**src/rtl/assert_macros.svh**
```systemverilog
// Assertion macros shared by the RTL files.
// Included by bare file name; empty bodies when SYNTHESIS is defined.
`ifndef ASSERT_MACROS_SVH
`define ASSERT_MACROS_SVH
`ifndef SYNTHESIS
`define SMA_ASSERT_IMPL(label, clk, rst, cond, prop) \
  label: assert property (@(posedge clk) disable iff (rst) (cond) |-> (prop)) \
    else $error("assertion failed: same-cycle implication");
`define SMA_ASSERT_NEXT(label, clk, rst, cond, prop) \
  label: assert property (@(posedge clk) disable iff (rst) (cond) |=> (prop)) \
    else $error("assertion failed: next-cycle implication");
`else
`define SMA_ASSERT_IMPL(label, clk, rst, cond, prop)
`define SMA_ASSERT_NEXT(label, clk, rst, cond, prop)
`endif
`endif

```
**src/rtl/sma_pkg.sv**
```systemverilog
// Shared types, codes and constants of the split memory access unit.
// No dependencies; used by every other RTL file but the assertion macros.
package sma_pkg;

  localparam int MEMORY_BYTES_DEFAULT = 131072;

  localparam int ADDR_W   = 17;
  localparam int DATA_W   = 16;
  localparam int BYTE_W   = 8;
  localparam int LEN_W    = 18;
  localparam int BASE_W   = 17;
  localparam int SIZE_W   = 18;
  localparam int CFG_W    = 18;
  localparam int OP_W     = 3;
  localparam int STATUS_W = 2;

  localparam int QUEUE_DEPTH = 4;

  localparam logic [BASE_W-1:0] STATIC_BASE_RESET = 17'd64;
  localparam logic [SIZE_W-1:0] IMAGE_SIZE_RESET  = 18'd131072;

  localparam logic CFG_STATIC_BASE = 1'b0;
  localparam logic CFG_IMAGE_SIZE  = 1'b1;

  localparam logic [OP_W-1:0] OP_LOAD       = 3'd0;
  localparam logic [OP_W-1:0] OP_READ_BYTE  = 3'd1;
  localparam logic [OP_W-1:0] OP_READ_WORD  = 3'd2;
  localparam logic [OP_W-1:0] OP_WRITE_BYTE = 3'd3;
  localparam logic [OP_W-1:0] OP_WRITE_WORD = 3'd4;
  localparam logic [OP_W-1:0] OP_COPY       = 3'd5;

  localparam logic [STATUS_W-1:0] ST_OK       = 2'd0;
  localparam logic [STATUS_W-1:0] ST_BOUNDS   = 2'd1;
  localparam logic [STATUS_W-1:0] ST_PROTECT  = 2'd2;
  localparam logic [STATUS_W-1:0] ST_ZERO_LEN = 2'd3;

  typedef enum logic [2:0] {
    CMD_NONE        = 3'd0,
    CMD_WRITE_BYTE  = 3'd1,
    CMD_WRITE_WORD  = 3'd2,
    CMD_READ_BYTE   = 3'd3,
    CMD_READ_WORD   = 3'd4,
    CMD_COPY        = 3'd5
  } cmd_kind_t;

  typedef struct packed {
    cmd_kind_t             kind;
    logic [STATUS_W-1:0]   status;
    logic                  in_dynamic;
    logic [ADDR_W-1:0]     address;
    logic [ADDR_W-1:0]     source_address;
    logic [DATA_W-1:0]     write_data;
    logic [LEN_W-1:0]      copy_length;
  } cmd_t;

endpackage

```
**src/rtl/sma_queue.sv**
```systemverilog
// Command queue between front and back end, register based.
// Depends on sma_pkg.
module sma_queue (
  input  logic          clk,
  input  logic          rst,
  input  logic          push_valid,
  input  sma_pkg::cmd_t push_data,
  output logic          full,
  input  logic          pop,
  output logic          head_valid,
  output sma_pkg::cmd_t head
);

  localparam int Depth = sma_pkg::QUEUE_DEPTH;
  localparam int PW    = $clog2(Depth);
  localparam int CW    = $clog2(Depth + 1);

  sma_pkg::cmd_t  entries [Depth];
  logic [PW-1:0]  wr_ptr;
  logic [PW-1:0]  rd_ptr;
  logic [CW-1:0]  count;
  logic           do_push;
  logic           do_pop;

  assign full       = (count == CW'(Depth));
  assign head_valid = (count != '0);
  assign head       = entries[rd_ptr];
  assign do_push    = push_valid && !full;
  assign do_pop     = pop && head_valid;

  always_ff @(posedge clk) begin
    if (rst) begin
      wr_ptr <= '0;
      rd_ptr <= '0;
      count  <= '0;
    end else begin
      if (do_push) begin
        wr_ptr <= (wr_ptr == PW'(Depth - 1)) ? '0 : wr_ptr + PW'(1);
      end
      if (do_pop) begin
        rd_ptr <= (rd_ptr == PW'(Depth - 1)) ? '0 : rd_ptr + PW'(1);
      end
      case ({do_push, do_pop})
        2'b10:   count <= count + CW'(1);
        2'b01:   count <= count - CW'(1);
        default: count <= count;
      endcase
    end
  end

  always_ff @(posedge clk) begin
    if (do_push) begin
      entries[wr_ptr] <= push_data;
    end
  end

endmodule

```
**config.mk**
```make
export PLATFORM = sky130hd
export DESIGN_NAME = sma_queue
export DESIGN_NICKNAME = d
export VERILOG_FILES = /design/src/rtl/assert_macros.svh /design/src/rtl/sma_pkg.sv /design/src/rtl/sma_queue.sv
export SDC_FILE = /design/constraint.sdc
export NUM_CORES = 1
export LEC_CHECK = 0
export ABC_AREA = 0
export BUFFER_PORTS_ARGS = -buffer_cell sky130_fd_sc_hd__buf_2
export CAP_MARGIN = 15
export CORE_MARGIN = 2
export CORE_UTILIZATION = 49
export CTS_CLUSTER_SIZE = 40
export DETAILED_ROUTE_END_ITERATION = 8
export PLACE_DENSITY = 0.75
export SYNTH_ARGS = -nofsm -noshare
export SYNTH_HDL_FRONTEND = slang
export SYNTH_SLANG_ARGS = --single-unit
```
**constraint.sdc**
```tcl
create_clock -name clk -period 6.44 [get_ports clk]
set_input_delay 1.288 -clock clk [delete_from_list [all_inputs] [get_ports clk]]
set_output_delay 1.288 -clock clk [all_outputs]
set_load 0.01 [all_outputs]
```
==> results of run 1 <==
[stage by stage]
stage	hold WS (ns)	std cells	power [W]	utilization [%]	setup WS [ns]
floorplan	0.4634	440	0.003146	-	3.667
global route	0.5119	919	0.005197	58.25	1.985
CTS	0.4967	918	0.005042	58.17	2.069
finish	0.4965	920	0.004971	58.27	2.285
global placement	0.4599	864	0.003464	54.30	2.666
detailed placement	0.4880	864	0.003502	54.30	2.638
[cell usage after synthesis]
cell / n / area (um2)
edfxtp_1: 296 / 8889
mux4_2: 74 / 1667
dfxtp_1: 9 / 180.2
inv_1: 8 / 30.03
buf_2: 7 / 35.03
buf_6: 7 / 78.83
ha_1: 6 / 75.07
a21oi_1: 4 / 20.02
and3_2: 4 / 30.03
nor2_1: 4 / 15.01
clkbuf_1: 3 / 11.26
nand3_1: 2 / 10.01
or3_2: 2 / 15.01
xor2_1: 2 / 17.52
a21o_1: 1 / 7.510
and2_4: 1 / 8.760
buf_4: 1 / 7.510
fa_1: 1 / 20.02
mux2i_1: 1 / 10.01
nand2_1: 1 / 3.750
nor3_1: 1 / 5.000
o21ai_0: 1 / 5.000
o31ai_1: 1 / 7.510
o31ai_2: 1 / 12.51
or3_1: 1 / 6.260
or3b_1: 1 / 8.760
[power groups by stage]
stage	Combinational (W)	Sequential (W)	Clock, W
finish	0.000912	0.00252	0.00154
global placement	0.000901	0.00256	0
global route	0.000986	0.00255	0.00166
floorplan	0.000691	0.00246	0
detailed placement	0.000924	0.00258	0
CTS	0.000927	0.00254	0.00158
[state kept, by name (all words and copies together) (netlist names), named ones only]
name and cells:
wr_ptr 2, count 3, rd_ptr 2, entries 296
[layout by cell type (no fill, tap or decap), types with 2 or more instances in the layout]
cell and instances:
buf_2 153, clkinv_1 11, dfxtp_1 7, mux4_2 74, a21oi_1 4, xor2_1 2
or3_2 2, clkbuf_16 31, dfxtp_4 2, inv_1 8, buf_4 4, ha_1 6
clkbuf_1 8, and3_4 4, edfxtp_1 296, nand3_1 2, nor2_1 4, clkinv_2 3
[worst reg2reg max path, delay by kind of cell, from the launching register on]
kind	cells	cell delay (ns)
AO/OA/AOI/OAI	1	0.15
XOR/XNOR	1	0.17
AND/OR/NAND/NOR	3	1.18
adder cells (fa/ha/maj)	2	0.58
buffers and inverters	2	0.12
flip-flops	1	0.38
[kinds of logic after synthesis]
kind of cell	count (synthesis)	synth area share, %
flip-flops	305	81.15
multiplexers	75	15.00
buffers and inverters	26	1.455
AND/OR/NAND/NOR	17	0.9180
AO/OA/AOI/OAI	8	0.4702
adder cells (fa/ha/maj)	7	0.8509
XOR/XNOR	2	0.1568
[per-layer routing]
layer,track usage [%],share of wire (%)
met1,22.39,42
met2,28.42,50
met3,4.373,7.3
met4,3.483,1.2
met5,0,0.11
[layout make-up]
type / count / area (um2)
inverters: 8 / 30.03
clock inverters: 15 / 65.06
flip-flops and latches: 305 / 9076
diodes: 1 / 2.502
well taps: 285 / 356.6
fillers: 1604 / 9392
multi-input cells: 109 / 1959
repair buffers: 158 / 815.8
clock buffers: 39 / 805.8
[how the worst min path moves through the flow]
stage	start	to	slack, ns	depth (start not counted)
2_1_floorplan	rd_ptr[0]	flip-flop	0.46	2
3_3_place_gp	rd_ptr[0]	flip-flop	0.46	2
3_5_place_dp	rd_ptr[0]	flip-flop	0.49	2
4_1_cts	rd_ptr[0]	flip-flop	0.50	2
5_1_grt	rd_ptr[0]	flip-flop	0.51	2
6_report	rd_ptr[0]	flip-flop	0.50	2
==> metrics.md, run 1 <==
| Metric | Value |
|---|---|
| Peak VDD IR | 245.4 uV |
| Critical-path cell list | buf_4 > mux4_2 > buf_2 |
| CP Capture Type | output port |
| Period utilization | 64.52% |
| CTS tree | done |
| Pwr dens | 379.1 nW/um2 |
| First-pass GRT wire length | 30610 um |
| Final instance area | 13110 um2 |
| Hold-fix buffers, CTS | 0 |
| Vias per cell | 5.463 |
| Min Tclk post-route | 4.155 ns |
| Row count | 55 |
| WP data arrival | 2.87 ns |
| Status | completed |
| Max Cap Viol | 0 |
| Pre-antenna DRT Iters | 4 |
| Req. time, crit path | 5.15 ns |
| Cell Area, Synth | 11180 um2 |
| Starting DRT DRC Count | 275 |
| Max Clk Rate | 240.7 MHz |
| YS warnings | 0 |
| Worst setup path endpoint | head[20] |
| Post-CTS setup buffer count | 0 |
| Dpl cell area | 12220 um2 |
| RSZ-0062 raised after global routing | no |
| Critical path's slowest cell | dfxtp_4 |
| R2r startpoint | count[2] |
| # clock sinks | 305 |
| GP Congestion | 0.6796 |
| Share of cells above drive strength 1 | 43.69% |
| Area delta synth->final | 17.32% |
| Maximum number of pins on one net before global-route repair | 75 |
| DRT Wirelength | 20060 um |
| Int Power | 0.003725 W |
| Post-CTS sizing | 0 |
| Combinational Power Share | 18.3% |
| Final setup vio count | 0 |
| Grt ovf | 0 |
| IO buf count | 153 |
| Die outline width | 155.0 um |
| Initial antenna violation count | 3 |
| R2R setup slack | 3.80 ns |
| Delay-heaviest family, CP | flip-flops |
| Worst-path fanout max | 52 |
| Max_slew headroom | 24.64% |
| WP buf/inv | 2 |
| Hold Crit Class | flip-flop to flip-flop |
| Longest Clk Path Bufs | 3 |
| Reg2reg end | count[2] |
| Slew Limit Fails | 0 |
| Syn nets | 525 |
| Starting Density | 49.66% |
| Max H-tree Level | 1 |
| Remaining routing DRC violations | 0 |
| DP HPWL | 11800 um |
| Largest stage delay, worst path | 1.01 ns |
| Synth Register Bits | 305 |
| Seq pwr share | 50.7% |
| Sequential share of the synthesized area | 81.15% |
| # IOs | 154 |
| Antenna viol nets, final | 0 |
| Net Sw Frac | 25.05% |
| Slew @ Worst Pin | 1.130 ns |
| Worst r2r path cells | 9 |
| Die Ht | 155.0 um |
| Avg Cell Area, Syn | 25.40 um2 |
| Crit. path cell count | 3 |
| CTS clk-pin slew, worst paths | 0.06 ns |
| Synth Instances | 440 |
| Clock latency on the worst-skew pair | 0.53 ns |
| Skew final | 0.01609 ns |
| Number of global-route vias before repair | 5464 |
| Core area | 22500 um2 |
| DR vias | 5026 |
| Clock Tree Root | clkbuf_16 |
| Crit start category | flip-flop |
| P_sw | 0.001245 W |
| Die area | 24030 um2 |
| Clk pwr share | 30.9% |
| Setup_tns | 0 ns |
| Yosys cell types | 26 |
| Drt wl/cell | 21.80 um |
| Final Net Count | 697 |
| Setup CP Type | flip-flop to output port |
| Total GRT Usage | 16.80% |
| Leakage power total | 4.395 nW |
| CTS Buf Count | 30 |
| Hold Vio Cnt, Final | 0 |
Note: power is estimated with default switching activity, not from simulation.
==> run 2, diff against run 1 <==
--- a/config.mk
+++ b/config.mk
@@ -5,7 +5,7 @@
 export SDC_FILE = /design/constraint.sdc
 export NUM_CORES = 1
 export LEC_CHECK = 0
-export ABC_AREA = 0
+export ABC_AREA = 1
 export BUFFER_PORTS_ARGS = -buffer_cell sky130_fd_sc_hd__buf_2
 export CAP_MARGIN = 15
 export CORE_MARGIN = 2
==> constraint.sdc (replaced) <==
create_clock -name clk -period 4 [get_ports clk]
set_input_delay 0.8 -clock clk [delete_from_list [all_inputs] [get_ports clk]]
set_output_delay 0.8 -clock clk [all_outputs]
set_load 0.01 [all_outputs]
==> metrics.md, run 2 <==
| Metric | Value |
|---|---|
| Starting Density | 50.34% (+0.67 points) |
| Share of cells above drive strength 1 | 21.83% (-22 points) |
| Post-CTS setup buffer count | 0 (unchanged) |
| # IOs | 154 (unchanged) |
| Final setup vio count | 0 (unchanged) |
| Sequential share of the synthesized area | 79.09% (-2.1 points) |
| Max Clk Rate | 330.3 MHz |
| Syn nets | 872 (+66%) |
| Period utilization | 75.70% |
| Pwr dens | 651.2 nW/um2 (+72%) |
| Setup CP Type | flip-flop to output port |
| Remaining routing DRC violations | 0 (unchanged) |
| Seq pwr share | 44.8% (-5.9 points) |
| Max Cap Viol | 0 (unchanged) |
| R2R setup slack | 1.78 ns (-2.02 ns) |
| Initial antenna violation count | 4 (+1) |
| Hold Vio Cnt, Final | 0 (unchanged) |
| Top post-synthesis cells by area | edfxtp_1, nor2_1, o21ai_0, o22ai_1, o21ai_1 |
| Status | completed |
| Largest registers | entries x296, count x3 |
| Ys async rst share | 0% (unchanged) |
| Net Sw Frac | 30.45% (+5.4 points) |
| Final Util | 58.80% (+0.53 points) |
| Setup_tns | 0 ns (unchanged) |
| Vias per cell | 5.350 (-2.1%) |
| Hold path start | push_data[19] |
| WP data arrival | 2.23 ns (-0.64 ns) |
| Pre-CTS setup slack | 1.423 ns (-1.215 ns) |
| Commonest non-fill, non-tap cell in the layout | edfxtp_1 |
| Min Tclk post-route | 3.028 ns |
| Int Power | 0.006066 W (+63%) |
| GP Congestion | 0.7497 (+10%) |
| DP HPWL | 12320 um (+4.5%) |
| Share of the synthesized area in the top cell type | 77.52% (-2.0 points) |
| R2r startpoint | count[1] |
| Starting DRT DRC Count | 480 (+75%) |
| Row count | 55 (unchanged) |
| Max H-tree Level | 1 (unchanged) |
| Slew Limit Fails | 0 (unchanged) |
| Clk pwr share | 28.6% (-2.3 points) |
| Req. time, crit path | 3.20 ns (-1.95 ns) |
| DR vias | 6784 (+35%) |
| Die area | 24640 um2 (+2.5%) |
| Final instance area | 13390 um2 (+2.1%) |
| RSZ-0062 raised after global routing | no |
| Dpl cell area | 12530 um2 (+2.6%) |
| Core area | 22780 um2 (+1.2%) |
| Max reg flops | 296 (unchanged) |
| Largest register by flop count | entries |
| Setup slack after layout | 0.9721 ns (-1.313 ns) |
| CP Capture Type | output port |
| Primary FF master, synth | edfxtp_1 |
| Synth Register Bits | 305 (unchanged) |
| Post-CTS sizing | 0 (unchanged) |
| Number of synthesized flops with an enable pin | 296 (unchanged) |
| First-pass GRT wire length | 34370 um (+12%) |
| Register Area | 9074 um2 (about the same) |
| CTS Buf Count | 29 (-3.3%) |
| Post-synth top cells | edfxtp_1, nor2_1, o21ai_0 |
| Peak VDD IR | 352.7 uV (+44%) |
| Drt wl/cell | 17.54 um (-20%) |
| Most frequent cells in the layout | edfxtp_1, nor2_1, buf_2, o21ai_0, o22ai_1 |
| Power consumption | 0.008721 W (+75%) |
| Avg Cell Area, Syn | 14.57 um2 (-43%) |
| YS warnings | 0 (unchanged) |
| Die Ht | 157.0 um (+1.3%) |
| Combinational Power Share | 26.6% (+8.3 points) |
| Antenna viol nets, final | 0 (unchanged) |
| Clock Tree Root | clkbuf_16 |
| P_sw | 0.002656 W (+110%) |
| Skew final | 0.009681 ns (-0.006405 ns) |
| Die outline width | 157.0 um (+1.3%) |
| Yosys cell types | 20 (-23%) |
| Pre-antenna DRT Iters | 6 (+2) |
| Longest Clk Path Bufs | 3 (unchanged) |
| Fillers | 1757 (+9.5%) |
| Multi-input gate area in the final layout | 2048 um2 (+4.5%) |
| CTS tree | done |
| Total GRT Usage | 17.87% (+1.1 points) |
| Number of global-route vias before repair | 6560 (+20%) |
| Leakage power total | 4.701 nW (+7.0%) |
| Final Net Count | 1022 (+47%) |
| Synth Instances | 787 (+79%) |
| Area delta synth->final | 16.80% |
| Cell Area, Synth | 11470 um2 (+2.6%) |
| Maximum number of pins on one net before global-route repair | 149 (+99%) |
| CTS clk-pin slew, worst paths | 0.06 ns (about the same) |
| Crit start category | flip-flop |
| Max_slew headroom | 44.92% (+20 points) |
| Hold Crit Class | input port to flip-flop |
| Area leader, netlist | edfxtp_1 |
| # clock sinks | 305 (unchanged) |
| Clock latency on the worst-skew pair | 0.53 ns (about the same) |
| DRT Wirelength | 22240 um (+11%) |
| Worst-path fanout max | 37 (-29%) |
| Grt ovf | 0 (unchanged) |
| Slew @ Worst Pin | 0.8263 ns (-0.3042 ns) |
| IO buf count | 153 (unchanged) |
| Top-count cell post-synth | edfxtp_1 |
| Hold-fix buffers, CTS | 0 (unchanged) |
-- run 2: cell types whose count changed in the layout (fill, tap and decap cells not counted), moves of 13 or more --
cell	change
nor2_1	+152
o21ai_1	+54
nand2_1	+13
o21ai_0	+95
o22ai_1	+74
mux4_2	-74
-- run 2: cell families (layout without fill, tap and decap cells) --
family          count (synthesis)  in the layout  synth area share, %
fa+ha+maj                       7              7               0.8293
flops                         305            305                79.09
other cells                     0              2                    0
simple gates                  179            179                5.969
buf+inv                        67            233                3.306
compound gates                229            229                10.80
-- run 2: metrics by stage --
stage,hold slack (ns),std cells
floorplan,0.4827,787
global placement,0.5035,1219
finish,0.4749,1268
global route,0.4610,1267
detailed placement,0.5033,1219
CTS,0.4552,1266
-- run 2: worst paths after layout --
kind,to,cells past startpoint
setup reg to reg,entries[0][32],5
setup / recovery,head[23],5
hold reg to reg,flip-flop,2
hold / removal,entries[3][19],1
-- run 2: per-layer routing --
| metal | up-vias | share of wire (%) | GRT usage (%) |
|---|---|---|---|
| li1 | 3251 | - | - |
| met1 | 3288 | 42 | 22.93 |
| met2 | 205 | 49 | 30.85 |
| met3 | 36 | 7.2 | 4.185 |
| met4 | 4 | 1.5 | 4.631 |
| met5 | - | 0.094 | 0 |
-- run 2: final cells by class --
cell class,count,share of cell area (%)
timing repair buffer,167,7.063
clock buffer,37,5.643
multi-input combinational,415,15.29
tap,313,2.924
sequential,305,67.75
inverter,19,0.5512
antenna,2,0.03737
clock inverter,10,0.7380
-- run 2: critical path: stages, from the launching register on --
cell	delay, ns
dfxtp_2	0.32
inv_2	0.53
buf_4	0.37
o21ai_1	0.11
o22ai_1	0.19
buf_2	0.17
-- run 2: power groups by stage --
stage | Combinational [W] | Clock [W] | Sequential [W]
finish | 0.00232 | 0.00249 | 0.00391
global route | 0.00258 | 0.00266 | 0.00393
CTS | 0.00236 | 0.00254 | 0.00391
detailed placement | 0.00234 | 0 | 0.00398
global placement | 0.00231 | 0 | 0.00397
floorplan | 0.00150 | 0 | 0.00399
