**config.mk**
```make
export PLATFORM = sky130hd
export DESIGN_NAME = sma_front
export DESIGN_NICKNAME = d
export VERILOG_FILES = /design/src/rtl/assert_macros.svh /design/src/rtl/sma_pkg.sv /design/src/rtl/sma_front.sv
export SDC_FILE = /design/constraint.sdc
export NUM_CORES = 1
export LEC_CHECK = 0
export BUFFER_PORTS_ARGS = -buffer_cell sky130_fd_sc_hd__buf_2
export CAP_MARGIN = 20
export CORE_MARGIN = 4
export CORE_UTILIZATION = 30
export DETAILED_ROUTE_END_ITERATION = 10
export SLEW_MARGIN = 20
export SYNTH_ARGS = -nofsm -noshare
export SYNTH_HDL_FRONTEND = slang
export SYNTH_SLANG_ARGS = --single-unit
```
**constraint.sdc**
```tcl
create_clock -name clk -period 25.1 [get_ports clk]
set_clock_uncertainty 0.2 [all_clocks]
set_input_delay 1.255 -clock clk [delete_from_list [all_inputs] [get_ports clk]]
set_output_delay 1.255 -clock clk [all_outputs]
set_load 0.02 [all_outputs]
```
**src/rtl/assert_macros.svh**
```systemverilog
// Assertion macros shared by the RTL files.
// Included by bare file name; empty bodies when SYNTHESIS is defined.
`ifndef ASSERT_MACROS_SVH
`define ASSERT_MACROS_SVH
`ifndef SYNTHESIS
`define SMA_ASSERT_IMPL(label, clk, rst, cond, prop) \
  label: assert property (@(posedge clk) disable iff (rst) (cond) |-> (prop)) \
    else $error("assertion failed: same-cycle implication");
`define SMA_ASSERT_NEXT(label, clk, rst, cond, prop) \
  label: assert property (@(posedge clk) disable iff (rst) (cond) |=> (prop)) \
    else $error("assertion failed: next-cycle implication");
`else
`define SMA_ASSERT_IMPL(label, clk, rst, cond, prop)
`define SMA_ASSERT_NEXT(label, clk, rst, cond, prop)
`endif
`endif

```
**src/rtl/sma_pkg.sv**
```systemverilog
// Shared types, codes and constants of the split memory access unit.
// No dependencies; used by every other RTL file but the assertion macros.
package sma_pkg;

  localparam int MEMORY_BYTES_DEFAULT = 131072;

  localparam int ADDR_W   = 17;
  localparam int DATA_W   = 16;
  localparam int BYTE_W   = 8;
  localparam int LEN_W    = 18;
  localparam int BASE_W   = 17;
  localparam int SIZE_W   = 18;
  localparam int CFG_W    = 18;
  localparam int OP_W     = 3;
  localparam int STATUS_W = 2;

  localparam int QUEUE_DEPTH = 4;

  localparam logic [BASE_W-1:0] STATIC_BASE_RESET = 17'd64;
  localparam logic [SIZE_W-1:0] IMAGE_SIZE_RESET  = 18'd131072;

  localparam logic CFG_STATIC_BASE = 1'b0;
  localparam logic CFG_IMAGE_SIZE  = 1'b1;

  localparam logic [OP_W-1:0] OP_LOAD       = 3'd0;
  localparam logic [OP_W-1:0] OP_READ_BYTE  = 3'd1;
  localparam logic [OP_W-1:0] OP_READ_WORD  = 3'd2;
  localparam logic [OP_W-1:0] OP_WRITE_BYTE = 3'd3;
  localparam logic [OP_W-1:0] OP_WRITE_WORD = 3'd4;
  localparam logic [OP_W-1:0] OP_COPY       = 3'd5;

  localparam logic [STATUS_W-1:0] ST_OK       = 2'd0;
  localparam logic [STATUS_W-1:0] ST_BOUNDS   = 2'd1;
  localparam logic [STATUS_W-1:0] ST_PROTECT  = 2'd2;
  localparam logic [STATUS_W-1:0] ST_ZERO_LEN = 2'd3;

  typedef enum logic [2:0] {
    CMD_NONE        = 3'd0,
    CMD_WRITE_BYTE  = 3'd1,
    CMD_WRITE_WORD  = 3'd2,
    CMD_READ_BYTE   = 3'd3,
    CMD_READ_WORD   = 3'd4,
    CMD_COPY        = 3'd5
  } cmd_kind_t;

  typedef struct packed {
    cmd_kind_t             kind;
    logic [STATUS_W-1:0]   status;
    logic                  in_dynamic;
    logic [ADDR_W-1:0]     address;
    logic [ADDR_W-1:0]     source_address;
    logic [DATA_W-1:0]     write_data;
    logic [LEN_W-1:0]      copy_length;
  } cmd_t;

endpackage

```
**src/rtl/sma_front.sv**
```systemverilog
// Front end: takes requests, checks bounds and protection in two stages
// and issues commands. Depends on sma_pkg.
module sma_front #(
  parameter int MEMORY_BYTES = sma_pkg::MEMORY_BYTES_DEFAULT
) (
  input  logic                          clk,
  input  logic                          rst,
  input  logic                          req_valid,
  output logic                          req_stall,
  input  logic [sma_pkg::OP_W-1:0]      operation,
  input  logic [sma_pkg::ADDR_W-1:0]    address,
  input  logic [sma_pkg::ADDR_W-1:0]    source_address,
  input  logic [sma_pkg::DATA_W-1:0]    write_data,
  input  logic [sma_pkg::LEN_W-1:0]     copy_length,
  input  logic [sma_pkg::BASE_W-1:0]    static_base,
  input  logic [sma_pkg::SIZE_W-1:0]    image_size,
  output logic                          cmd_valid,
  output sma_pkg::cmd_t                 cmd,
  input  logic                          cmd_full
);

  localparam int SW = sma_pkg::SIZE_W;
  localparam int LW = sma_pkg::LEN_W;
  localparam int BW = sma_pkg::BASE_W;

  // stage A: registered request
  logic                        a_valid;
  logic [sma_pkg::OP_W-1:0]    a_op;
  logic [sma_pkg::ADDR_W-1:0]  a_addr;
  logic [sma_pkg::ADDR_W-1:0]  a_src;
  logic [sma_pkg::DATA_W-1:0]  a_data;
  logic [LW-1:0]               a_len;

  // stage B: request plus distances to the limits
  logic                        b_valid;
  logic [sma_pkg::OP_W-1:0]    b_op;
  logic [sma_pkg::ADDR_W-1:0]  b_addr;
  logic [sma_pkg::ADDR_W-1:0]  b_src;
  logic [sma_pkg::DATA_W-1:0]  b_data;
  logic [LW-1:0]               b_len;
  logic [SW-1:0]               b_dsrc;
  logic [SW-1:0]               b_ddst;
  logic [BW-1:0]               b_dprot;

  logic                        a_adv;
  logic                        b_adv;
  logic [SW-1:0]               lim;
  logic [SW-1:0]               a_src_ext;
  logic [SW-1:0]               a_addr_ext;
  logic [SW-1:0]               dsrc;
  logic [SW-1:0]               ddst;
  logic [BW-1:0]               dprot;

  logic                        use_src;
  logic                        use_prot;
  logic                        known;
  logic [LW-1:0]               need;
  sma_pkg::cmd_kind_t          kind_ok;
  logic [SW-1:0]               bmin;
  logic [SW-1:0]               prot_ext;
  logic                        bounds_err;
  logic                        prot_err;
  logic [sma_pkg::STATUS_W-1:0] status_b;

  assign b_adv     = !b_valid || !cmd_full;
  assign a_adv     = !a_valid || b_adv;
  assign req_stall = !a_adv;

  assign lim = (32'(image_size) < 32'(MEMORY_BYTES)) ? image_size : SW'(MEMORY_BYTES);
  assign a_src_ext  = SW'(a_src);
  assign a_addr_ext = SW'(a_addr);
  assign dsrc  = (a_src_ext >= lim)  ? '0 : lim - a_src_ext;
  assign ddst  = (a_addr_ext >= lim) ? '0 : lim - a_addr_ext;
  assign dprot = (a_addr >= static_base) ? '0 : static_base - a_addr;

  always_ff @(posedge clk) begin
    if (rst) begin
      a_valid <= 1'b0;
      b_valid <= 1'b0;
    end else begin
      if (a_adv) begin
        a_valid <= req_valid;
      end
      if (b_adv) begin
        b_valid <= a_valid;
      end
    end
  end

  always_ff @(posedge clk) begin
    if (a_adv && req_valid) begin
      a_op   <= operation;
      a_addr <= address;
      a_src  <= source_address;
      a_data <= write_data;
      a_len  <= copy_length;
    end
    if (b_adv && a_valid) begin
      b_op    <= a_op;
      b_addr  <= a_addr;
      b_src   <= a_src;
      b_data  <= a_data;
      b_len   <= a_len;
      b_dsrc  <= dsrc;
      b_ddst  <= ddst;
      b_dprot <= dprot;
    end
  end

  always_comb begin
    use_src  = 1'b0;
    use_prot = 1'b0;
    known    = 1'b1;
    need     = LW'(1);
    kind_ok  = sma_pkg::CMD_NONE;
    case (b_op)
      sma_pkg::OP_LOAD: begin
        kind_ok = sma_pkg::CMD_WRITE_BYTE;
      end
      sma_pkg::OP_READ_BYTE: begin
        kind_ok = sma_pkg::CMD_READ_BYTE;
      end
      sma_pkg::OP_READ_WORD: begin
        need    = LW'(2);
        kind_ok = sma_pkg::CMD_READ_WORD;
      end
      sma_pkg::OP_WRITE_BYTE: begin
        use_prot = 1'b1;
        kind_ok  = sma_pkg::CMD_WRITE_BYTE;
      end
      sma_pkg::OP_WRITE_WORD: begin
        use_prot = 1'b1;
        need     = LW'(2);
        kind_ok  = sma_pkg::CMD_WRITE_WORD;
      end
      sma_pkg::OP_COPY: begin
        use_src  = 1'b1;
        use_prot = 1'b1;
        need     = b_len;
        kind_ok  = sma_pkg::CMD_COPY;
      end
      default: begin
        known = 1'b0;
      end
    endcase
  end

  // first failing offset decides: bounds wins a tie with protection
  assign bmin       = (use_src && (b_dsrc < b_ddst)) ? b_dsrc : b_ddst;
  assign prot_ext   = SW'(b_dprot);
  assign bounds_err = (bmin < need) && (!use_prot || (bmin <= prot_ext));
  assign prot_err   = use_prot && (prot_ext < need);

  always_comb begin
    if (!known) begin
      status_b = sma_pkg::ST_OK;
    end else if ((b_op == sma_pkg::OP_COPY) && (b_len == '0)) begin
      status_b = sma_pkg::ST_ZERO_LEN;
    end else if (bounds_err) begin
      status_b = sma_pkg::ST_BOUNDS;
    end else if (prot_err) begin
      status_b = sma_pkg::ST_PROTECT;
    end else begin
      status_b = sma_pkg::ST_OK;
    end
  end

  assign cmd_valid           = b_valid;
  assign cmd.kind            = (known && (status_b == sma_pkg::ST_OK)) ? kind_ok
                                                                      : sma_pkg::CMD_NONE;
  assign cmd.status          = status_b;
  assign cmd.in_dynamic      = (b_dprot != '0);
  assign cmd.address         = b_addr;
  assign cmd.source_address  = b_src;
  assign cmd.write_data      = b_data;
  assign cmd.copy_length     = b_len;

endmodule

```
==> metrics.txt, run 1 <==
CP max-delay cell=and2_1; initial antenna violation count=5; reg2reg path depth=10; Hold Violations, Final=0; DRT iter0 DRCs=425; r2r startpoint=a_addr[0]; total gr overflow=0; setup slack at placement=18790 ps; GRT Util Overall=14.4%; combinational fraction of design power=17.5%; DR vias/cell=4.78; unrepaired setup endpoints after global routing=no; Crit. Startpoint=b_dsrc[15]; Net Switching=0.237 mW; fin. max-slew vios=0; crit path time final=6840 ps; Syn. warnings=0; Post-Synth XOR/XNOR Area=2.98%; Resized cells post-CTS=0; largest family of logic cells by synthesized area=adder cells; CP max FO=34; CTS sink count=197; terminus of the critical flop-to-flop path=b_ddst[3]; CP Class=reg -> out; complex-gate fraction of the synthesized area=12.2%; Synth Net Count=1169; area leader, netlist=edfxtp_1; commonest non-fill, non-tap cells in the layout=edfxtp_1, buf_2, ha_1; layout cell share with drive strength beyond 1=20.5%; Post-DP Area=0.0123 mm²; Mapped Area=0.0109 mm²; switching part of the total=28.5%; end of the critical path=cmd[72]; commonest non-fill, non-tap cell in the layout=edfxtp_1; startpoint types=flip-flop; Worst path top cell family by delay=simple AND/OR/NAND/NOR gates; P&R area growth vs syn=19.3%; pin count of the biggest net entering global routing=72; Die X=198 µm; Clock Root Buffer=clkbuf_16; WP data arrival=5380 ps; Hold Crit Class=reg -> reg; Cell Chain, Critical Path=ha_1 -> a211oi_1 -> nor2_1 -> or4_4 -> a21oi_2 -> and2_1 -> o21ai_0 -> ha_1 -> a211oi_1 -> nor2_1 -> o41ai_1 -> a21oi_1 -> or3_1 -> a221oi_2 -> nor4_1 -> buf_2; Worst-path clk slew=80 ps; final setup violation count=0; Seq/Total Area, Yosys=54.3%; Vias=7673; Finished Layout Cells=1605; Final TNS setup=0 ps; Max stage delay on crit path=790 ps; max_cap viols=0; static leakage=5.42 nW; gpl congestion=0.833; hold wc startpoint=a_len[10]; Req. time, crit path=23650 ps; Die ar.=0.0393 mm²; final design area excluding fillers=0.0130 mm²; r2r setup slk=21590 ps; # fillers=3572; fin crit share=27.2%; number of nets in the final layout=1361; Simple-Gate Fraction of Synth Area=12.4%; DPL Wire Length=22.1 mm; H-tree Lvls=4; detailed-router iteration count before antenna repair=4; first-pass GRT wire length=43.1 mm; Mapped Cells=938; Post-route DRC=0; Worst-Margin Slew=977 ps; core area=0.0357 mm²; status=complete, no violations; Placed Cells=1572; Setup Buffers After CTS=0; CTS tree=yes; Rows=69; crit end category=output port; # IOs=186; # hold bufs at CTS=0; area share of the largest cell type after synthesis=53.9%; Fmax=146 MHz; Initial Util=30.4%; worst-skew pair later-pin latency=450 ps; EDFF count, synth=195; Synth Area per Inst=11.6 µm²; Sequential Power Share=47.7%; chip height=198 µm; Bufs and invs on worst path=1; Synth Area in Adders=14.2%; Synth cell types=67; part of the power in the clock network=34.8%; synthesized flop and latch total=197; number of global-route vias before repair=7920; overall routed net length=28.2 mm; Num CTS Buffers=17; WL/cell=17.6 µm; Worst slew margin=34.8%; Pint=0.596 mW; asr flop ratio synth=0%; Worst VDD drop=0.0452 mV; worst setup margin=18260 ps; Clock Path Buffers=2; port bufs=185; Power Density=64.3 mW/mm²; antenna viol nets, final=0; critical path depth=16; Area contributors post-synth=edfxtp_1, ha_1, inv_1; Main synth FF type=edfxtp_1; mux cell area share after synthesis=0.184%
-- registers in the layout, summed over array words and instances, names as in the netlist --
register / count
a_len: 18
b_ddst: 18
b_dsrc: 18
b_len: 18
a_addr: 17
a_src: 17
b_addr: 17
b_dprot: 17
b_src: 17
a_data: 16
b_data: 16
a_op: 3
b_op: 3
a_valid: 1
cmd_valid: 1
-- layout make-up --
class                      count  area [µm²]  share of cell area [%]
antenna                        1        2.50                  0.0193
clock buffer                  17         425                    3.28
clock inverter                15         189                    1.46
inverter                      89         334                    2.58
multi-input combinational    637        4590                    35.4
sequential                   197        5900                    45.5
tap                          461         577                    4.45
timing repair buffer         188         948                    7.32
-- synth_stat cells, types with 12 or more instances --
| master | count |
|---|---|
| xor2_1 | 22 |
| o21ai_0 | 48 |
| a21oi_1 | 55 |
| nand2_1 | 61 |
| nand2b_1 | 12 |
| nand3_1 | 19 |
| ha_1 | 118 |
| xnor2_1 | 15 |
| nor2_1 | 74 |
| clkbuf_1 | 12 |
| inv_1 | 88 |
| nand4_1 | 19 |
| nor2b_1 | 29 |
| edfxtp_1 | 195 |
| nor3_1 | 16 |
| a21o_1 | 29 |
-- worst register-to-register path, stage by stage, from the launching register on --
cell	delay, ps
edfxtp_1	460
ha_1	260
fa_1	410
nand2b_1	180
a21oi_1	160
o21ai_1	130
a21oi_1	410
a21o_1	200
o221ai_1	200
o21a_1	450
a211oi_1	290
-- metal layers --
layer	vias up	share of wire (%)	routed length, µm	GRT usage [%]
li1	3864	-	-	-
met1	3594	42	12000	17.8
met2	165	51	14300	24.9
met3	42	4.7	1330	3.42
met4	8	2.1	584	4.57
met5	-	0.12	35	0
-- cells by family (layout without fill, tap and decap cells) --
kind of cell,count (synthesis),count (layout)
other cells,0,1
fa+ha+maj,122,122
simple gates,271,271
compound gates,205,205
xor+xnor,37,37
mux,2,2
buf+inv,104,309
flops,197,197
-- power by group through the flow --
stage	Combinational, mW	Clock [mW]	Sequential, mW
2_1_floorplan	0.0954	0	0.410
6_report	0.146	0.290	0.397
3_3_place_gp	0.144	0	0.405
5_1_grt	0.165	0.313	0.400
3_5_place_dp	0.146	0	0.405
4_1_cts	0.147	0.299	0.398
-- how the worst min path moves through the flow --
stage	endpoint	slack, ps	depth (start not counted)
floorplan	b_data[0]	200	0
global placement	b_len[17]	200	0
detailed placement	b_len[0]	200	0
CTS	b_len[0]	220	0
global route	b_len[6]	220	0
finish	b_len[10]	210	0
-- through the flow --
step,utilization [%],total power [mW],hold WS (ps)
2_1_floorplan,-,0.506,200
3_3_place_gp,34.6,0.548,201
3_5_place_dp,34.6,0.551,205
4_1_cts,36.3,0.844,216
5_1_grt,36.3,0.878,223
6_report,36.3,0.833,212
Power figures use the tool's default switching activity.
==> inputs of run 2 (changes only) <==
==> constraint.sdc (replaced) <==
create_clock -name clk -period 6.15 [get_ports clk]
set_clock_uncertainty 0.2 [all_clocks]
set_input_delay 0.3075 -clock clk [delete_from_list [all_inputs] [get_ports clk]]
set_output_delay 0.3075 -clock clk [all_outputs]
set_load 0.02 [all_outputs]
==> run 2 against run 1 <==
Total power rose to 4.2 times the previous value. Sequential power rose to 4.1 times the previous value. Highest routed layer unchanged. Design area rose by 6.3%. Non-clock buffer count rose by 76. Sequential cell count did not move. First-iteration DRC count fell by 1.9%. Clock-buffer cell count did not move. Cell count rose by 4.7%. Setup slack got worse by 18000 ps. Utilization rose by 2.3 points.
==> metrics.txt, run 2 (synthesized netlist as in run 1, its figures left out) <==
final setup violation count=0; Net Switching=1.06 mW; DPL Wire Length=21.8 mm; r2r startpoint=a_addr[1]; layout cell share with drive strength beyond 1=19.3%; number of nets in the final layout=1437; first-pass GRT wire length=44.7 mm; fin. max-slew vios=0; Placed Cells=1572; DRT iter0 DRCs=417; Worst-Margin Slew=719 ps; commonest non-fill, non-tap cells in the layout=edfxtp_1, buf_2, ha_1; CTS sink count=197; # IOs=186; initial antenna violation count=2; Clock Path Buffers=2; static leakage=5.77 nW; part of the power in the clock network=35.2%; Pint=2.42 mW; gpl congestion=0.856; # hold bufs at CTS=74; Power Density=253 mW/mm²; Worst VDD drop=0.199 mV; overall routed net length=28.8 mm; Vias=8040; Req. time, crit path=5640 ps; switching part of the total=30.3%; unrepaired setup endpoints after global routing=no; total gr overflow=0; Hold Crit Class=in -> reg; number of global-route vias before repair=8283; core area=0.0357 mm²; max_cap viols=0; antenna viol nets, final=0; Post-route DRC=0; Clock Root Buffer=clkbuf_16; commonest non-fill, non-tap cell in the layout=edfxtp_1; status=complete, no violations; Die ar.=0.0393 mm²; Cells on Worst Hold Path=4; crit end category=output port; startpoint types=flip-flop; P&R area growth vs syn=26.8%; Num CTS Buffers=17; WHS Endpoint=a_valid; Finished Layout Cells=1680; Setup Buffers After CTS=0; r2r setup slk=2600 ps; crit path time final=5680 ps; combinational fraction of design power=18.3%; Fmax=176 MHz; pin count of the biggest net entering global routing=125; WP data arrival=5170 ps; Final TNS setup=0 ps; chip height=198 µm; hold wc startpoint=cmd_full; port bufs=185; Sequential Power Share=46.5%; WL/cell=17.2 µm; Resized cells post-CTS=0; Rows=69; detailed-router iteration count before antenna repair=5; Worst-path clk slew=90 ps; CTS tree=yes; CP max FO=20; CP Class=reg -> out; fin crit share=92.3%; Die X=198 µm; Initial Util=30.4%; Worst slew margin=52.1%; # fillers=3493; worst-skew pair later-pin latency=470 ps; terminus of the critical flop-to-flop path=b_dprot[11]; Hold Violations, Final=0; diode count=0; H-tree Lvls=4; reg2reg path depth=10; DR vias/cell=4.79; GRT Util Overall=14.8%
run 2: changes by cell type in the layout (fill, tap and decap cells not counted):
| cell | change |
|---|---|
| buf_12 | +2 |
| bufinv_16 | -2 |
| clkinv_2 | -1 |
| clkinv_8 | +3 |
| clkinvlp_4 | -3 |
| diode_2 | -1 |
| dlygate4sd3_1 | +74 |
| inv_12 | +5 |
| inv_16 | +1 |
| inv_6 | -3 |
| nor2_1 | +1 |
| nor2_2 | -1 |
run 2: final cells by class:
cell class	count	area, µm²	area share (%)
flip-flops and latches	197	5900	42.8
multi-input cells	637	4580	33.3
repair buffers	264	1730	12.6
well taps	461	577	4.19
clock buffers	17	425	3.09
inverters	89	334	2.43
clock inverters	15	225	1.64
run 2: stage by stage:
stage	area [µm²]	worst slack [ps]	hold WS, ps	total power, mW	utilization, %
2_1_floorplan	10900	1460	180	2.05	-
3_3_place_gp	12400	1120	200	2.24	34.6
3_5_place_dp	12400	1060	205	2.25	34.6
4_1_cts	13700	516	148	3.53	38.5
5_1_grt	13800	15.2	175	3.66	38.6
6_report	13800	472	185	3.48	38.6
run 2: how the worst max path moves through the flow:
stage,startpoint,endpoint,slack (ps),cells after the start
floorplan,cmd_valid,b_addr[0],1460,1
global placement,b_dsrc[15],cmd[72],1120,19
detailed placement,b_dsrc[15],cmd[73],1060,18
CTS,b_dsrc[15],cmd[73],520,18
global route,b_dsrc[15],cmd[72],20,19
finish,b_dsrc[15],cmd[72],470,19
run 2: metal layers:
layer  part of all wire, %  vias to the layer above  track usage [%]  wire (µm)
li1                      -                     4029                -          -
met1                    43                     3776             18.8      12500
met2                    50                      188             25.1      14300
met3                   4.3                       43             3.28       1240
met4                   2.5                        4             5.05        708
met5                 0.073                        -                0         21
run 2: worst max-delay path: stages, from the launching register on:
cell	delay (ps)
edfxtp_1	400
ha_1	320
a211oi_1	240
nor2_1	90
or4_4	440
a21oi_2	160
and2_1	520
buf_4	290
nand2_1	60
o21ai_0	120
ha_1	300
a21oi_1	150
a2bb2oi_1	190
a21oi_1	90
nor3_1	160
a21oi_1	100
or3_1	380
a221oi_2	430
nor4_1	90
buf_2	190
run 2: power by group through the flow:
stage,logic (mW),registers (mW),clock network (mW)
2_1_floorplan,0.389,1.66,0
3_3_place_gp,0.587,1.65,0
3_5_place_dp,0.598,1.65,0
4_1_cts,0.639,1.62,1.27
5_1_grt,0.718,1.63,1.32
6_report,0.638,1.62,1.22
==> inputs of run 3 (changes only) <==
--- a/config.mk
+++ b/config.mk
@@ -5,6 +5,7 @@
 export SDC_FILE = /design/constraint.sdc
 export NUM_CORES = 1
 export LEC_CHECK = 0
+export ABC_AREA = 1
 export BUFFER_PORTS_ARGS = -buffer_cell sky130_fd_sc_hd__buf_2
 export CAP_MARGIN = 20
 export CORE_MARGIN = 4
==> constraint.sdc (replaced) <==
create_clock -name clk -period 6.15 [get_ports clk]
set_clock_uncertainty 0.2 [all_clocks]
set_input_delay 0.3075 -clock clk [delete_from_list [all_inputs] [get_ports clk]]
set_output_delay 0.3075 -clock clk [all_outputs]
set_load 0.05 [all_outputs]
==> run 3 against run 2 <==
Sequential share of layout area decreased by 1.0 points. Die area increased by 3.6%. Maximum frequency increased by 18%. Via count increased by 8.4%. Highest routed layer unchanged.
==> metrics.txt, run 3 <==
status=complete, no violations; diode count=0; core area=0.0368 mm²; P&R area growth vs syn=25.4%; Vias=8713; Final TNS setup=0 ps; Hold Crit Class=in -> reg; DRT iter0 DRCs=523; setup slack at placement=1830 ps; Placed Cells=1767; EDFF count, synth=195; Worst VDD drop=0.216 mV; Reg area=0.00590 mm²; gpl congestion=0.937; area share of the largest cell type after synthesis=52.0%; Mapped Area=0.0113 mm²; Num CTS Buffers=17; number of nets in the final layout=1623; Initial Util=30.6%; DPL Wire Length=24.0 mm; worst setup margin=1320 ps; H-tree Lvls=4; top-count cell post-synth=nand2_1; initial antenna violation count=2; antenna viol nets, final=0; overall routed net length=30.3 mm; Die X=202 µm; Setup Buffers After CTS=0; detailed-router iteration count before antenna repair=5; Synth Area per Inst=10.1 µm²; Die ar.=0.0407 mm²; pin count of the biggest net entering global routing=72; WL/cell=16.2 µm; Req. time, crit path=5640 ps; port bufs=185; Finished Layout Cells=1872; Mapped Cells=1119; first-pass GRT wire length=47.5 mm; synthesized flop and latch total=197; Post-route DRC=0; Worst slew margin=33.0%; layout cell share with drive strength beyond 1=18.9%; DR vias/cell=4.65; top post-synthesis cells by count=nand2_1, edfxtp_1, inv_1; CP max FO=34; GRT Util Overall=15.0%; Area contributors post-synth=edfxtp_1, ha_1, nand2_1; Syn. warnings=0; Seq/Total Area, Yosys=52.4%; Pwr Total=3.47 mW; static leakage=6.29 nW; commonest non-fill, non-tap cells in the layout=nand2_1, edfxtp_1, buf_2; Worst-Margin Slew=1000 ps; Resized cells post-CTS=0; fin. max-slew vios=0; worst-skew pair later-pin latency=460 ps; Rows=70; asr flop ratio synth=0%; number of global-route vias before repair=8794; # IOs=186; CP Class=reg -> out; final setup violation count=0; Hold Slack=217 ps; Worst-path clk slew=70 ps; CTS tree=yes; Main synth FF type=edfxtp_1; Synth cell types=56; CTS sink count=197; Power Density=246 mW/mm²; startpoint types=flip-flop; chip height=202 µm; Synth Net Count=1350; Multi-input gate area=0.00469 mm²; max_cap viols=0; crit end category=output port; # fillers=3643; WP data arrival=4320 ps; commonest non-fill, non-tap cell in the layout=nand2_1; Clock Path Buffers=2; area leader, netlist=edfxtp_1; # hold bufs at CTS=74; Fmax=207 MHz; Hold Violations, Final=0; fin crit share=78.5%; unrepaired setup endpoints after global routing=no; crit path time final=4830 ps; Clock Root Buffer=clkbuf_16; total gr overflow=0
-- run 3: changes by cell type after synthesis, moves of 7 or more --
cell,previous run,this run
nor2_1,74,89
nand2_1,61,208
a21o_1,29,7
nand3_1,19,35
nor2b_1,29,0
nand2b_1,12,0
a21oi_1,55,98
o21a_1,9,2
xnor2_1,15,6
and3_1,8,1
nor2_2,0,12
inv_1,88,167
nor3_1,16,9
-- run 3: area by class of cell --
class	count	area share, %
Inverter	172	4.58
Sequential cell	197	41.8
Clock inverter	14	1.19
Tap cell	468	4.15
Timing Repair Buffer	264	12.1
Clock buffer	17	3.01
Multi-Input combinational cell	740	33.2
-- run 3: worst paths after layout --
kind | startpoint | end | slack (ps) | cells after the start
setup / recovery | b_op[1] | cmd[71] | 1320 | 26
hold / removal | static_base[1] | b_dprot[1] | 220 | 4
setup reg to reg | a_addr[10] | b_ddst[16] | 3240 | 8
hold reg to reg | a_len[8] | b_len[8] | 220 | 0
-- run 3: cells by family (layout without fill, tap and decap cells) --
family                   Yosys count  in the layout  share of synthesized area, %
flip-flops                       197            197                          52.4
AND/OR/NAND/NOR                  399            399                          15.4
buffers and inverters            182            467                          6.19
XOR/XNOR                          29             29                          2.26
adder cells (fa/ha/maj)          121            121                          13.6
AO/OA/AOI/OAI                    191            191                          10.1
-- run 3: critical path, stage by stage (launching register included) --
cell and delay, ps:
edfxtp_1 440, inv_2 130, nand2_4 70, nor2_4 420, nand3_1 140, nor2_1 120, nand3_1 110, inv_2 360
o21ai_0 230, ha_1 340, nand2_1 70, nor2_1 190, nand3_1 100, nand3_1 90, nand2_1 50, nand2_1 50
nand2_1 40, nand2_1 50, nand2_1 40, nand2_1 50, nand2_1 50, nand2_1 50, nand2_1 50, nand2_2 100
nand3_1 110, nor2_1 110, buf_2 270
-- run 3: per-stage QoR --
step | cell area [µm²] | util [%]
after global placement | 12800 | 34.7
after CTS | 14100 | 38.3
after global routing | 14100 | 38.4
after floorplan | 11300 | -
after detailed placement | 12800 | 34.7
final | 14100 | 38.4
-- run 3: report_power, final --
group / leakage [nW] / internal (mW) / switching, mW / total (mW)
logic: 4.12 / 0.256 / 0.464 / 0.719
registers: 1.88 / 1.58 / 0.0426 / 1.62
clock network: 0.284 / 0.577 / 0.551 / 1.13
total: 6.29 / 2.41 / 1.06 / 3.47
-- run 3: per-layer routing --
metal / wire length (µm) / part of all wire, % / vias to the layer above / track usage (%)
met5: 27 / 0.089 / - / 0
met4: 346 / 1.1 / 4 / 3.56
met3: 1440 / 4.7 / 27 / 3.53
met2: 14100 / 47 / 214 / 24.3
met1: 14400 / 47 / 4075 / 20.4
li1: - / - / 4393 / -
